<file path="config.mk">
export PLATFORM = sky130hd
export DESIGN_NAME = raster_line_compressor
export DESIGN_NICKNAME = d
export VERILOG_FILES = /design/src/rlc_pkg.sv /design/src/rlc_lit_mem.sv /design/src/rlc_encoder.sv /design/src/rlc_packer.sv /design/src/raster_line_compressor.sv
export VERILOG_INCLUDE_DIRS = /design/src /design/src/src
export SDC_FILE = /design/constraint.sdc
export NUM_CORES = 2
export LEC_CHECK = 0
export ABC_CLOCK_PERIOD_IN_PS = 4000
export BUFFER_PORTS_ARGS = -buffer_cell sky130_fd_sc_hd__buf_2
export CORE_ASPECT_RATIO = 1.2
export CORE_MARGIN = 4
export CORE_UTILIZATION = 45
export DETAILED_ROUTE_END_ITERATION = 12
export HOLD_SLACK_MARGIN = 0.02
export PLACE_DENSITY_LB_ADDON = 0.3
export SYNTH_ARGS = -nofsm -noshare
export SYNTH_HDL_FRONTEND = slang
export SYNTH_SLANG_ARGS = --single-unit
</file>
<file path="constraint.sdc">
create_clock -name clk -period 4 [get_ports clk]
set_clock_uncertainty 0.05 [all_clocks]
set_input_delay 1.2 -clock clk [delete_from_list [all_inputs] [get_ports clk]]
set_output_delay 1.2 -clock clk [all_outputs]
set_load 0.02 [all_outputs]
</file>
<file path="src/assert_macros.svh">
// ----------------------------------------------------------------------------
// assertion macros
// shared concurrent assertion forms, empty when SYNTHESIS is defined
// ----------------------------------------------------------------------------
`ifndef ASSERT_MACROS_SVH
`define ASSERT_MACROS_SVH

`ifndef SYNTHESIS

// same-cycle implication, checked out of reset
`define ASSERT_IMPLY(label, clk, rst_n, ante, cons, msg) \
    label: assert property (@(posedge clk) disable iff (!rst_n) (ante) |-> (cons)) \
        else $error(msg);

// next-cycle implication, checked out of reset
`define ASSERT_NEXT(label, clk, rst_n, ante, cons, msg) \
    label: assert property (@(posedge clk) disable iff (!rst_n) (ante) |=> (cons)) \
        else $error(msg);

`else

`define ASSERT_IMPLY(label, clk, rst_n, ante, cons, msg)
`define ASSERT_NEXT(label, clk, rst_n, ante, cons, msg)

`endif

`endif

</file>
<file path="src/rlc_pkg.sv">
// ----------------------------------------------------------------------------
// rlc_pkg
// shared types, codes and helpers of the raster line compressor
// ----------------------------------------------------------------------------
`default_nettype none

package rlc_pkg;

    // default run limits
    localparam int DEF_MAX_PACK_RUN = 127;
    localparam int DEF_MAX_RLE_RUN  = 256;

    // base of the packbits repeat header
    localparam logic [8:0] PACK_HDR_BASE = 9'd257;

    // compression mode register codes
    typedef enum logic [1:0] {
        MODE_NONE = 2'd0,
        MODE_RLE  = 2'd1,
        MODE_PACK = 2'd2,
        MODE_RAW  = 2'd3
    } mode_t;

    // encoder phase
    typedef enum logic [1:0] {
        PH_IDLE = 2'd0,
        PH_HELD = 2'd1,
        PH_REP  = 2'd2,
        PH_LIT  = 2'd3
    } enc_phase_t;

    // byte sequencer state
    typedef enum logic [1:0] {
        SEQ_IDLE = 2'd0,
        SEQ_HDR  = 2'd1,
        SEQ_LIT  = 2'd2,
        SEQ_TAIL = 2'd3
    } seq_state_t;

    // one byte of the compressed stream with its framing marks
    typedef struct packed {
        logic [7:0] data;
        logic       last;
        logic       eol;
    } rlc_byte_t;

    // packbits repeat header for a run of the given length
    function automatic logic [7:0] pack_rep_hdr(input logic [8:0] run);
        logic [8:0] diff;
        diff = PACK_HDR_BASE - run;
        return diff[7:0];
    endfunction

endpackage

`default_nettype wire

</file>
<file path="src/rlc_lit_mem.sv">
// ----------------------------------------------------------------------------
// rlc_lit_mem
// literal byte store, one write and one registered read per cycle
// ----------------------------------------------------------------------------
`default_nettype none

module rlc_lit_mem #(
    parameter int DEPTH = 127,
    parameter int AW    = 7
) (
    input  wire logic          clk,
    input  wire logic          wr_en,
    input  wire logic [AW-1:0] wr_addr,
    input  wire logic [7:0]    wr_data,
    input  wire logic          rd_en,
    input  wire logic [AW-1:0] rd_addr,
    output logic      [7:0]    rd_data
);

    logic [7:0] mem [DEPTH];

    // write port
    always_ff @(posedge clk)
    begin
        if (wr_en)
        begin
            mem[wr_addr] <= wr_data;
        end
    end

    // read port, data held while not enabled
    always_ff @(posedge clk)
    begin
        if (rd_en)
        begin
            rd_data <= mem[rd_addr];
        end
    end

endmodule

`default_nettype wire

</file>
<file path="src/rlc_encoder.sv">
// ----------------------------------------------------------------------------
// rlc_encoder
// run / literal encoder state and the byte sequencer that emits one compressed
// byte per ready cycle, reading pending literals from the store
// ----------------------------------------------------------------------------
`default_nettype none

module rlc_encoder #(
    parameter int MAX_PACK_RUN = rlc_pkg::DEF_MAX_PACK_RUN,
    parameter int MAX_RLE_RUN  = rlc_pkg::DEF_MAX_RLE_RUN
) (
    input  wire logic              clk,
    input  wire logic              rst_n,
    input  wire rlc_pkg::mode_t    mode,
    input  wire logic              clear,
    input  wire logic              in_valid,
    output logic                   in_ready,
    input  wire logic [7:0]        data_byte,
    input  wire logic              end_of_line,
    output logic                   byte_valid,
    input  wire logic              byte_ready,
    output rlc_pkg::rlc_byte_t     byte_out
);

    import rlc_pkg::*;

    localparam int AW  = $clog2(MAX_PACK_RUN);
    localparam int CW  = $clog2(MAX_PACK_RUN + 1);
    localparam int RWR = $clog2(MAX_RLE_RUN + 1);
    localparam int RW  = (RWR > CW) ? RWR : CW;

    // encoder state
    logic [7:0]    held_reg, held_next;
    logic [RW-1:0] run_reg, run_next;
    enc_phase_t    phase_reg, phase_next;
    logic [CW-1:0] lit_cnt_reg, lit_cnt_next;

    // sequencer state
    seq_state_t    state_reg, state_next;
    logic [CW-1:0] flush_cnt_reg;
    logic [7:0]    tail_reg [4];
    logic [2:0]    tail_len_reg;
    logic [1:0]    tail_idx_reg;
    logic [AW-1:0] idx_reg;
    logic          eol_reg;
    logic          pend_reg;
    logic [7:0]    pend_data_reg;

    // plan of the accepted item
    logic          in_xfer;
    logic          same_byte;
    logic          wr_now_en;
    logic [AW-1:0] wr_now_addr;
    logic          flush_en;
    logic [CW-1:0] flush_cnt;
    logic [7:0]    tail_b [4];
    logic [2:0]    tail_len;
    logic          pend_set;

    // memory and sequencer controls
    logic          mem_wr_en;
    logic [AW-1:0] mem_wr_addr;
    logic [7:0]    mem_wr_data;
    logic          mem_rd_en;
    logic [AW-1:0] mem_rd_addr;
    logic [7:0]    mem_rd_data;
    logic          lit_last;
    logic          tail_last;
    logic          byte_xfer;
    logic [7:0]    hdr_byte;

    assign in_xfer   = in_valid && in_ready;
    assign byte_xfer = byte_valid && byte_ready;
    assign same_byte = (data_byte == held_reg);
    assign hdr_byte  = 8'(flush_cnt_reg - CW'(1));
    assign lit_last  = (idx_reg == AW'(flush_cnt_reg - CW'(1)));
    assign tail_last = ({1'b0, tail_idx_reg} == (tail_len_reg - 3'd1));

    // encoding decision for the byte on the input
    always_comb
    begin
        held_next    = held_reg;
        run_next     = run_reg;
        phase_next   = phase_reg;
        lit_cnt_next = lit_cnt_reg;
        wr_now_en    = 1'b0;
        wr_now_addr  = '0;
        flush_en     = 1'b0;
        flush_cnt    = lit_cnt_reg;
        tail_b[0]    = 8'd0;
        tail_b[1]    = 8'd0;
        tail_b[2]    = 8'd0;
        tail_b[3]    = 8'd0;
        tail_len     = 3'd0;
        pend_set     = 1'b0;

        unique case (mode)
            MODE_RLE:
            begin
                if (phase_reg == PH_REP && same_byte && run_reg < RW'(MAX_RLE_RUN))
                begin
                    run_next = run_reg + RW'(1);
                    if (end_of_line)
                    begin
                        tail_b[0] = 8'(run_reg);
                        tail_b[1] = held_reg;
                        tail_len  = 3'd2;
                    end
                end
                else
                begin
                    held_next  = data_byte;
                    run_next   = RW'(1);
                    phase_next = PH_REP;
                    if (phase_reg == PH_REP)
                    begin
                        tail_b[0] = 8'(run_reg - RW'(1));
                        tail_b[1] = held_reg;
                        tail_b[3] = data_byte;
                        tail_len  = end_of_line ? 3'd4 : 3'd2;
                    end
                    else if (end_of_line)
                    begin
                        tail_b[1] = data_byte;
                        tail_len  = 3'd2;
                    end
                end
            end

            MODE_PACK:
            begin
                unique case (phase_reg)
                    PH_HELD:
                    begin
                        if (same_byte)
                        begin
                            run_next   = RW'(2);
                            phase_next = PH_REP;
                            tail_b[0]  = pack_rep_hdr(9'd2);
                            tail_b[1]  = held_reg;
                            tail_len   = end_of_line ? 3'd2 : 3'd0;
                        end
                        else
                        begin
                            wr_now_en    = 1'b1;
                            lit_cnt_next = CW'(1);
                            held_next    = data_byte;
                            phase_next   = PH_LIT;
                            tail_b[1]    = held_reg;
                            tail_b[3]    = data_byte;
                            tail_len     = end_of_line ? 3'd4 : 3'd0;
                        end
                    end

                    PH_REP:
                    begin
                        if (same_byte && run_reg < RW'(MAX_PACK_RUN))
                        begin
                            run_next  = run_reg + RW'(1);
                            tail_b[0] = pack_rep_hdr(9'(run_reg) + 9'd1);
                            tail_b[1] = held_reg;
                            tail_len  = end_of_line ? 3'd2 : 3'd0;
                        end
                        else
                        begin
                            held_next  = data_byte;
                            phase_next = PH_HELD;
                            tail_b[0]  = pack_rep_hdr(9'(run_reg));
                            tail_b[1]  = held_reg;
                            tail_b[3]  = data_byte;
                            tail_len   = end_of_line ? 3'd4 : 3'd2;
                        end
                    end

                    PH_LIT:
                    begin
                        if (!same_byte && lit_cnt_reg < CW'(MAX_PACK_RUN))
                        begin
                            // extend the literal
                            wr_now_en    = 1'b1;
                            wr_now_addr  = AW'(lit_cnt_reg);
                            lit_cnt_next = lit_cnt_reg + CW'(1);
                            held_next    = data_byte;
                            flush_en     = end_of_line;
                            flush_cnt    = lit_cnt_reg + CW'(1);
                            tail_b[1]    = data_byte;
                            tail_len     = end_of_line ? 3'd2 : 3'd0;
                        end
                        else
                        begin
                            // close the literal, then restart from the held byte
                            flush_en  = (lit_cnt_reg != '0);
                            flush_cnt = lit_cnt_reg;
                            if (same_byte)
                            begin
                                lit_cnt_next = '0;
                                run_next     = RW'(2);
                                phase_next   = PH_REP;
                                tail_b[0]    = pack_rep_hdr(9'd2);
                                tail_b[1]    = held_reg;
                                tail_len     = end_of_line ? 3'd2 : 3'd0;
                            end
                            else
                            begin
                                pend_set     = !end_of_line;
                                lit_cnt_next = CW'(1);
                                held_next    = data_byte;
                                tail_b[1]    = held_reg;
                                tail_b[3]    = data_byte;
                                tail_len     = end_of_line ? 3'd4 : 3'd0;
                            end
                        end
                    end

                    PH_IDLE:
                    begin
                        held_next  = data_byte;
                        phase_next = PH_HELD;
                        tail_b[1]  = data_byte;
                        tail_len   = end_of_line ? 3'd2 : 3'd0;
                    end
                endcase
            end

            MODE_NONE, MODE_RAW:
            begin
                tail_b[0] = data_byte;
                tail_len  = 3'd1;
            end
        endcase

        // every line is encoded on its own
        if (end_of_line && (mode == MODE_RLE || mode == MODE_PACK))
        begin
            held_next    = 8'd0;
            run_next     = '0;
            phase_next   = PH_IDLE;
            lit_cnt_next = '0;
        end
    end

    // encoder state registers
    always_ff @(posedge clk or negedge rst_n)
    begin
        if (!rst_n)
        begin
            held_reg    <= 8'd0;
            run_reg     <= '0;
            phase_reg   <= PH_IDLE;
            lit_cnt_reg <= '0;
        end
        else if (clear)
        begin
            held_reg    <= 8'd0;
            run_reg     <= '0;
            phase_reg   <= PH_IDLE;
            lit_cnt_reg <= '0;
        end
        else if (in_xfer)
        begin
            held_reg    <= held_next;
            run_reg     <= run_next;
            phase_reg   <= phase_next;
            lit_cnt_reg <= lit_cnt_next;
        end
    end

    // sequencer next state
    always_comb
    begin
        state_next = state_reg;
        unique case (state_reg)
            SEQ_IDLE:
            begin
                if (in_xfer)
                begin
                    if (flush_en)
                    begin
                        state_next = SEQ_HDR;
                    end
                    else if (tail_len != 3'd0)
                    begin
                        state_next = SEQ_TAIL;
                    end
                end
            end
            SEQ_HDR:
            begin
                if (byte_ready)
                begin
                    state_next = SEQ_LIT;
                end
            end
            SEQ_LIT:
            begin
                if (byte_ready && lit_last)
                begin
                    state_next = (tail_len_reg != 3'd0) ? SEQ_TAIL : SEQ_IDLE;
                end
            end
            SEQ_TAIL:
            begin
                if (byte_ready && tail_last)
                begin
                    state_next = SEQ_IDLE;
                end
            end
        endcase
    end

    // sequencer outputs
    always_comb
    begin
        in_ready      = 1'b0;
        byte_valid    = 1'b0;
        byte_out.data = 8'd0;
        byte_out.last = 1'b0;
        byte_out.eol  = eol_reg;
        mem_rd_en     = 1'b0;
        mem_rd_addr   = '0;
        mem_wr_en     = 1'b0;
        mem_wr_addr   = wr_now_addr;
        mem_wr_data   = held_reg;
        unique case (state_reg)
            SEQ_IDLE:
            begin
                in_ready  = 1'b1;
                mem_wr_en = in_valid && wr_now_en;
            end
            SEQ_HDR:
            begin
                byte_valid    = 1'b1;
                byte_out.data = hdr_byte;
                mem_rd_en     = byte_ready;
            end
            SEQ_LIT:
            begin
                byte_valid    = 1'b1;
                byte_out.data = mem_rd_data;
                byte_out.last = lit_last && (tail_len_reg == 3'd0);
                mem_rd_en     = byte_ready && !lit_last;
                mem_rd_addr   = idx_reg + AW'(1);
                // first literal entry is already read, safe to reuse it
                mem_wr_en     = pend_reg;
                mem_wr_addr   = '0;
                mem_wr_data   = pend_data_reg;
            end
            SEQ_TAIL:
            begin
                byte_valid    = 1'b1;
                byte_out.data = tail_reg[tail_idx_reg];
                byte_out.last = tail_last;
            end
        endcase
    end

    // sequencer control registers
    always_ff @(posedge clk or negedge rst_n)
    begin
        if (!rst_n)
        begin
            state_reg    <= SEQ_IDLE;
            tail_len_reg <= 3'd0;
            tail_idx_reg <= 2'd0;
            idx_reg      <= '0;
            pend_reg     <= 1'b0;
        end
        else
        begin
            state_reg <= state_next;
            if (in_xfer)
            begin
                tail_len_reg <= tail_len;
                tail_idx_reg <= 2'd0;
                idx_reg      <= '0;
                pend_reg     <= pend_set;
            end
            else
            begin
                if (state_reg == SEQ_LIT)
                begin
                    pend_reg <= 1'b0;
                    if (byte_xfer && !lit_last)
                    begin
                        idx_reg <= idx_reg + AW'(1);
                    end
                end
                if (state_reg == SEQ_TAIL && byte_xfer)
                begin
                    tail_idx_reg <= tail_idx_reg + 2'd1;
                end
            end
        end
    end

    // per-item payload captured at the input transfer
    always_ff @(posedge clk)
    begin
        if (in_xfer)
        begin
            flush_cnt_reg <= flush_cnt;
            eol_reg       <= end_of_line;
            pend_data_reg <= held_reg;
            tail_reg[0]   <= tail_b[0];
            tail_reg[1]   <= tail_b[1];
            tail_reg[2]   <= tail_b[2];
            tail_reg[3]   <= tail_b[3];
        end
    end

    rlc_lit_mem #(
        .DEPTH (MAX_PACK_RUN),
        .AW    (AW)
    ) u_lit_mem (
        .clk     (clk),
        .wr_en   (mem_wr_en),
        .wr_addr (mem_wr_addr),
        .wr_data (mem_wr_data),
        .rd_en   (mem_rd_en),
        .rd_addr (mem_rd_addr),
        .rd_data (mem_rd_data)
    );

endmodule

`default_nettype wire

</file>
<file path="src/rlc_packer.sv">
// ----------------------------------------------------------------------------
// rlc_packer
// gathers the byte stream into results of up to four bytes and holds
// each result in an output register until it is taken
// ----------------------------------------------------------------------------
`default_nettype none

module rlc_packer (
    input  wire logic               clk,
    input  wire logic               rst_n,
    input  wire logic               byte_valid,
    output logic                    byte_ready,
    input  wire rlc_pkg::rlc_byte_t byte_in,
    output logic                    out_valid,
    input  wire logic               out_ready,
    output logic [7:0]              out_byte_a,
    output logic [7:0]              out_byte_b,
    output logic [7:0]              out_byte_c,
    output logic [7:0]              out_byte_d,
    output logic [2:0]              byte_count,
    output logic                    run_last,
    output logic                    line_last
);

    import rlc_pkg::*;

    logic [7:0] acc_reg [3];
    logic [1:0] acc_cnt_reg;
    logic       out_valid_reg;
    logic [7:0] out_data_reg [4];
    logic [2:0] cnt_reg;
    logic       run_last_reg;
    logic       line_last_reg;

    logic       byte_xfer;
    logic       close_res;
    logic [7:0] pos [4];

    assign byte_ready = !out_valid_reg || out_ready;
    assign byte_xfer  = byte_valid && byte_ready;
    assign close_res  = byte_xfer && (acc_cnt_reg == 2'd3 || byte_in.last);

    // place the incoming byte after the gathered ones, zero the rest
    always_comb
    begin
        pos[0] = (acc_cnt_reg == 2'd0) ? byte_in.data : acc_reg[0];
        pos[1] = (acc_cnt_reg == 2'd1) ? byte_in.data :
                 (acc_cnt_reg >  2'd1) ? acc_reg[1] : 8'd0;
        pos[2] = (acc_cnt_reg == 2'd2) ? byte_in.data :
                 (acc_cnt_reg == 2'd3) ? acc_reg[2] : 8'd0;
        pos[3] = (acc_cnt_reg == 2'd3) ? byte_in.data : 8'd0;
    end

    // gather count and output valid
    always_ff @(posedge clk or negedge rst_n)
    begin
        if (!rst_n)
        begin
            acc_cnt_reg   <= 2'd0;
            out_valid_reg <= 1'b0;
        end
        else
        begin
            if (close_res)
            begin
                acc_cnt_reg <= 2'd0;
            end
            else if (byte_xfer)
            begin
                acc_cnt_reg <= acc_cnt_reg + 2'd1;
            end

            if (close_res)
            begin
                out_valid_reg <= 1'b1;
            end
            else if (out_ready)
            begin
                out_valid_reg <= 1'b0;
            end
        end
    end

    // gathered bytes and the result register
    always_ff @(posedge clk)
    begin
        if (byte_xfer && !close_res)
        begin
            acc_reg[acc_cnt_reg] <= byte_in.data;
        end
        if (close_res)
        begin
            out_data_reg[0] <= pos[0];
            out_data_reg[1] <= pos[1];
            out_data_reg[2] <= pos[2];
            out_data_reg[3] <= pos[3];
            cnt_reg         <= 3'(acc_cnt_reg) + 3'd1;
            run_last_reg    <= byte_in.last;
            line_last_reg   <= byte_in.last && byte_in.eol;
        end
    end

    assign out_valid  = out_valid_reg;
    assign out_byte_a = out_data_reg[0];
    assign out_byte_b = out_data_reg[1];
    assign out_byte_c = out_data_reg[2];
    assign out_byte_d = out_data_reg[3];
    assign byte_count = cnt_reg;
    assign run_last   = run_last_reg;
    assign line_last  = line_last_reg;

endmodule

`default_nettype wire

</file>
<file path="src/raster_line_compressor.sv">
// ----------------------------------------------------------------------------
// raster_line_compressor: one raster byte in, raw / rle / packbits bytes out
// an item is accepted in the idle state, then every byte it emits, the
// literal header included, goes out; no new item is taken until they have
// all moved. literal flushes read the literal store one byte per cycle while
// the packer is ready; a result is valid the cycle after its last byte
// moves, and output stalls hold it back
// reset: mode none, encoder idle; the literal store is not cleared
// ----------------------------------------------------------------------------
`default_nettype none

`include "assert_macros.svh"

module raster_line_compressor #(
    parameter int MAX_PACK_RUN = rlc_pkg::DEF_MAX_PACK_RUN,
    parameter int MAX_RLE_RUN  = rlc_pkg::DEF_MAX_RLE_RUN
) (
    input  wire logic       clk,
    input  wire logic       rst_n,
    input  wire logic       cfg_wr_en,
    input  wire logic [1:0] compression_mode,
    input  wire logic       in_valid,
    output logic            in_ready,
    input  wire logic [7:0] data_byte,
    input  wire logic       end_of_line,
    output logic            out_valid,
    input  wire logic       out_ready,
    output logic [7:0]      out_byte_a,
    output logic [7:0]      out_byte_b,
    output logic [7:0]      out_byte_c,
    output logic [7:0]      out_byte_d,
    output logic [2:0]      byte_count,
    output logic            run_last,
    output logic            line_last
);

    import rlc_pkg::*;

    mode_t     compression_mode_reg;
    logic      enc_byte_valid;
    logic      enc_byte_ready;
    rlc_byte_t enc_byte;

    // mode register
    always_ff @(posedge clk or negedge rst_n)
    begin
        if (!rst_n)
        begin
            compression_mode_reg <= MODE_NONE;
        end
        else if (cfg_wr_en)
        begin
            compression_mode_reg <= mode_t'(compression_mode);
        end
    end

    rlc_encoder #(
        .MAX_PACK_RUN (MAX_PACK_RUN),
        .MAX_RLE_RUN  (MAX_RLE_RUN)
    ) u_encoder (
        .clk         (clk),
        .rst_n       (rst_n),
        .mode        (compression_mode_reg),
        .clear       (cfg_wr_en),
        .in_valid    (in_valid),
        .in_ready    (in_ready),
        .data_byte   (data_byte),
        .end_of_line (end_of_line),
        .byte_valid  (enc_byte_valid),
        .byte_ready  (enc_byte_ready),
        .byte_out    (enc_byte)
    );

    rlc_packer u_packer (
        .clk        (clk),
        .rst_n      (rst_n),
        .byte_valid (enc_byte_valid),
        .byte_ready (enc_byte_ready),
        .byte_in    (enc_byte),
        .out_valid  (out_valid),
        .out_ready  (out_ready),
        .out_byte_a (out_byte_a),
        .out_byte_b (out_byte_b),
        .out_byte_c (out_byte_c),
        .out_byte_d (out_byte_d),
        .byte_count (byte_count),
        .run_last   (run_last),
        .line_last  (line_last)
    );

    // pass-through transfer puts its single closing byte out the next cycle
    `ASSERT_NEXT(a_raw_next_byte, clk, rst_n,
        in_valid && in_ready &&
        (compression_mode_reg == MODE_NONE || compression_mode_reg == MODE_RAW),
        enc_byte_valid && enc_byte.last, "pass-through item did not emit its byte")

    // byte lanes past the count are zero; lane d is checked here
    `ASSERT_IMPLY(a_lane_d_zero, clk, rst_n, out_valid && byte_count != 3'd4,
        out_byte_d == 8'd0, "unused lane d not zero")

    // end of line only on the closing result of an item
    `ASSERT_IMPLY(a_line_run_last, clk, rst_n, out_valid && line_last,
        run_last, "line_last without run_last")

endmodule

`default_nettype wire

</file>
==> flow_summary.ini <==
[yosys]
postSynth.topFlopCell = edfxtp_1
postSynthAreaPerCell_um2 = 15.6
post_synth_inst_count = 3123
synth_cell_types = 86
async_reset_ff_frac = 0.0393
synth-edff-count = 1125
yosys_warn_count = 0
yosysSeqAreaShare = 0.715
synthesis.area_um2 = 48800
syn_nets = 3167
synth.ff_latch_count = 1171

[setup_path]
cp_slowest_stage_delay_ns = 0.76
worst_path_max_delay_cell = nor3_1
cp_data_required_time_ns = 4.55
crit_path_cell_trace = buf_4 -> nand3_1 -> o21ai_0 -> nand2_1 -> nor3_1 -> or3b_2 -> a31oi_1 -> buf_4
timing.critical_path.mode_cell = buf_4
worst_setup_path_start_kind = flip-flop
worstRegToRegCells = 8
worstPathMaxFanout = 22
cp.arrival_ns = 4.38
path_class = flip-flop to flip-flop
endpoint_kind = flip-flop

[timing]
layout_min_cycle_time_ns = 3.84
final-setup-viol-count = 0
relSlewSlack = 0.375
slew_violations = 0
timing_hold_violations_final = 0
timing.fmax_mhz = 261
worst_slew_pin_slew_ns = 0.936
rsz0062_at_grt = no
final_total_negative_setup_slack_ns = 0
min_period_over_period = 0.960

[cts]
cts.hold.buffers_added = 0
ctsResizeCount = 0
cts_buffer_depth = 3
cts.sinks = 1171
tritoncts = built
cts.root.buffer_cell = clkbuf_16
postCtsSetupRepairBufs = 0
clkSlewWorstSetupHoldPaths_ns = 0.07
cts_buffers = 108
clock_latency_ns = 0.73
htree_num_levels = 3

[grt]
pin_count_of_the_biggest_net_entering_global_routing = 65
grt_pass1_vias = 29900
number_of_antenna_violations_at_the_first_check_in_global_routing = 2
grt_overflow = 0
grt_first_pass_wirelength_um = 201000
grt_use_total = 0.240

[power]
p_leak_nw = 19.3
combinational_power_share = 0.329
pwr_density_cell_nw_per_um2 = 688
total_switching_power_mw = 13.2
cellInternalPower_mw = 25.9
peakVddDrop_v = 0.000534
sequential_cell_fraction_of_total_power = 0.399
relative_contribution_of_the_clock_network_to_total_power = 0.272
switching_share = 0.338

[floorplan]
row_count = 132
placeableCoreArea_um2 = 108000
die_width_um = 309
dieArea_um2 = 114000
start_util = 0.453
ios = 55
die_y_um = 369

[layout]
regArea_um2 = 34900
nFillCells = 8643
finalCoreUtilization = 0.528
largest_register_ff_count = 1016
multi_input_gate_area_um2 = 13000
area_delta_synth_final_pct = 16.5
share_of_post_route_cells_with_drive_strength_above_1 = 0.223
final_cell_mix = edfxtp_1, buf_4, nand2_1, nor2_1, mux4_2
nets = 3495
layout.cells.most_common = edfxtp_1

[detailed_routing]
wl_per_cell_um = 27.6
ant_nets = 0
vias = 30100
count_of_routing_violations_after_the_opening_detailed_route_iteration = 3741
routed_wirelength_um = 137000
drt_drc_violations_left = 0
drt_pre_antenna_iters = 6
via_per_inst = 6.07

[flow_run]
maxCapViolations = 0

[placed_design]
port-buffer-count = 54
dp_hpwl_um = 90200
gp_routability_congestion = 0.917

[outcome]
run_status = completed

[worst_hold_path]
timing.hold.worst.class = flip-flop to flip-flop
hold_path_stages = 2
-- worst paths after layout --
path | start | to | slack, ns
hold / removal | u_encoder.tail_len_reg[1] | u_encoder.tail_len_reg[1] | 0.43
setup reg to reg | u_encoder.idx_reg[0] | u_encoder.u_lit_mem.rd_data[0] | 0.16
max in group asynchronous | rst_n | u_encoder.tail_idx_reg[1] | 2.58
min in group asynchronous | rst_n | u_encoder.idx_reg[3] | 0.58
hold reg to reg | u_encoder.tail_len_reg[1] | u_encoder.tail_len_reg[1] | 0.43
setup / recovery | u_encoder.idx_reg[0] | u_encoder.u_lit_mem.rd_data[0] | 0.16
-- power groups by stage --
stage	clock, mW	combinational, mW	sequential, mW
2_1_floorplan	0	7.31	16.0
3_3_place_gp	0	12.7	15.9
3_5_place_dp	0	12.8	15.9
4_1_cts	10.8	12.9	15.6
5_1_grt	11.3	13.6	15.7
6_report	10.6	12.9	15.6
-- cells by family after synthesis --
family	Yosys count	synth area share
mux	281	0.0929
fa+ha+maj	28	0.00717
flops	1171	0.715
xor+xnor	45	0.00912
compound gates	515	0.0742
buf+inv	231	0.0217
simple gates	852	0.0798
-- synthesized netlist by cell type (all sizes together), types with 10 or more instances --
| cell type | count | area [µm²] |
|---|---|---|
| a2111oi | 13 | 120 |
| a211oi | 47 | 353 |
| a21oi | 71 | 355 |
| a221oi | 17 | 149 |
| a22o | 26 | 228 |
| a22oi | 17 | 128 |
| a311oi | 25 | 219 |
| a31oi | 41 | 257 |
| and2 | 29 | 181 |
| and3 | 24 | 150 |
| buf | 114 | 623 |
| clkbuf | 82 | 308 |
| dfrtp | 46 | 1150 |
| edfxtp | 1125 | 33800 |
| ha | 28 | 350 |
| inv | 33 | 124 |
| mux2 | 42 | 477 |
| mux2i | 106 | 1060 |
| mux4 | 133 | 3000 |
| nand2 | 320 | 1200 |
| nand2b | 10 | 62.6 |
| nand3 | 92 | 460 |
| nand4 | 31 | 194 |
| nor2 | 215 | 807 |
| nor2b | 36 | 225 |
| nor3 | 38 | 190 |
| nor4 | 17 | 106 |
| o211ai | 17 | 128 |
| o21ai | 85 | 425 |
| o221ai | 16 | 140 |
| o22ai | 45 | 282 |
| o31ai | 19 | 143 |
| xnor2 | 23 | 216 |
| xor2 | 20 | 183 |
-- per-stage QoR --
stage / hold WS, ns / setup WS [ns] / power (mW) / area, µm² / instances
final: 0.434 / 0.162 / 39.2 / 56900 / 4948
after CTS: 0.438 / 0.209 / 39.3 / 56900 / 4947
after floorplan: 0.400 / 0.0859 / 23.3 / 48900 / 3123
after global routing: 0.498 / 0.120 / 40.6 / 56900 / 4947
after global placement: 0.417 / 0.0643 / 28.6 / 53300 / 4748
after detailed placement: 0.424 / 0.0745 / 28.7 / 53300 / 4748
-- area by class of cell --
cell class	instances	share of cell area
diodes	1	0.0000440
clock buffers	134	0.0510
clock inverters	65	0.0132
inverters	35	0.00231
multi-input cells	1721	0.229
flip-flops and latches	1171	0.614
well taps	1407	0.0309
repair buffers	414	0.0597
-- layer usage --
metal  vias to the layer above  track usage  wire length, µm
li1                      13000            -                -
met3                       369       0.0402            11100
met5                         -            0               13
met2                      1609        0.396            66600
met4                         2        0.133             8240
met1                     15100        0.302            50700
-- worst max-delay path, delay by kind of cell (launching register included) --
family / cells / cell delay [ns]
AND/OR/NAND/NOR: 4 / 1.91
AO/OA/AOI/OAI: 2 / 0.71
buffers and inverters: 2 / 0.59
flip-flops: 1 / 0.44
Power figures use the tool's default switching activity.
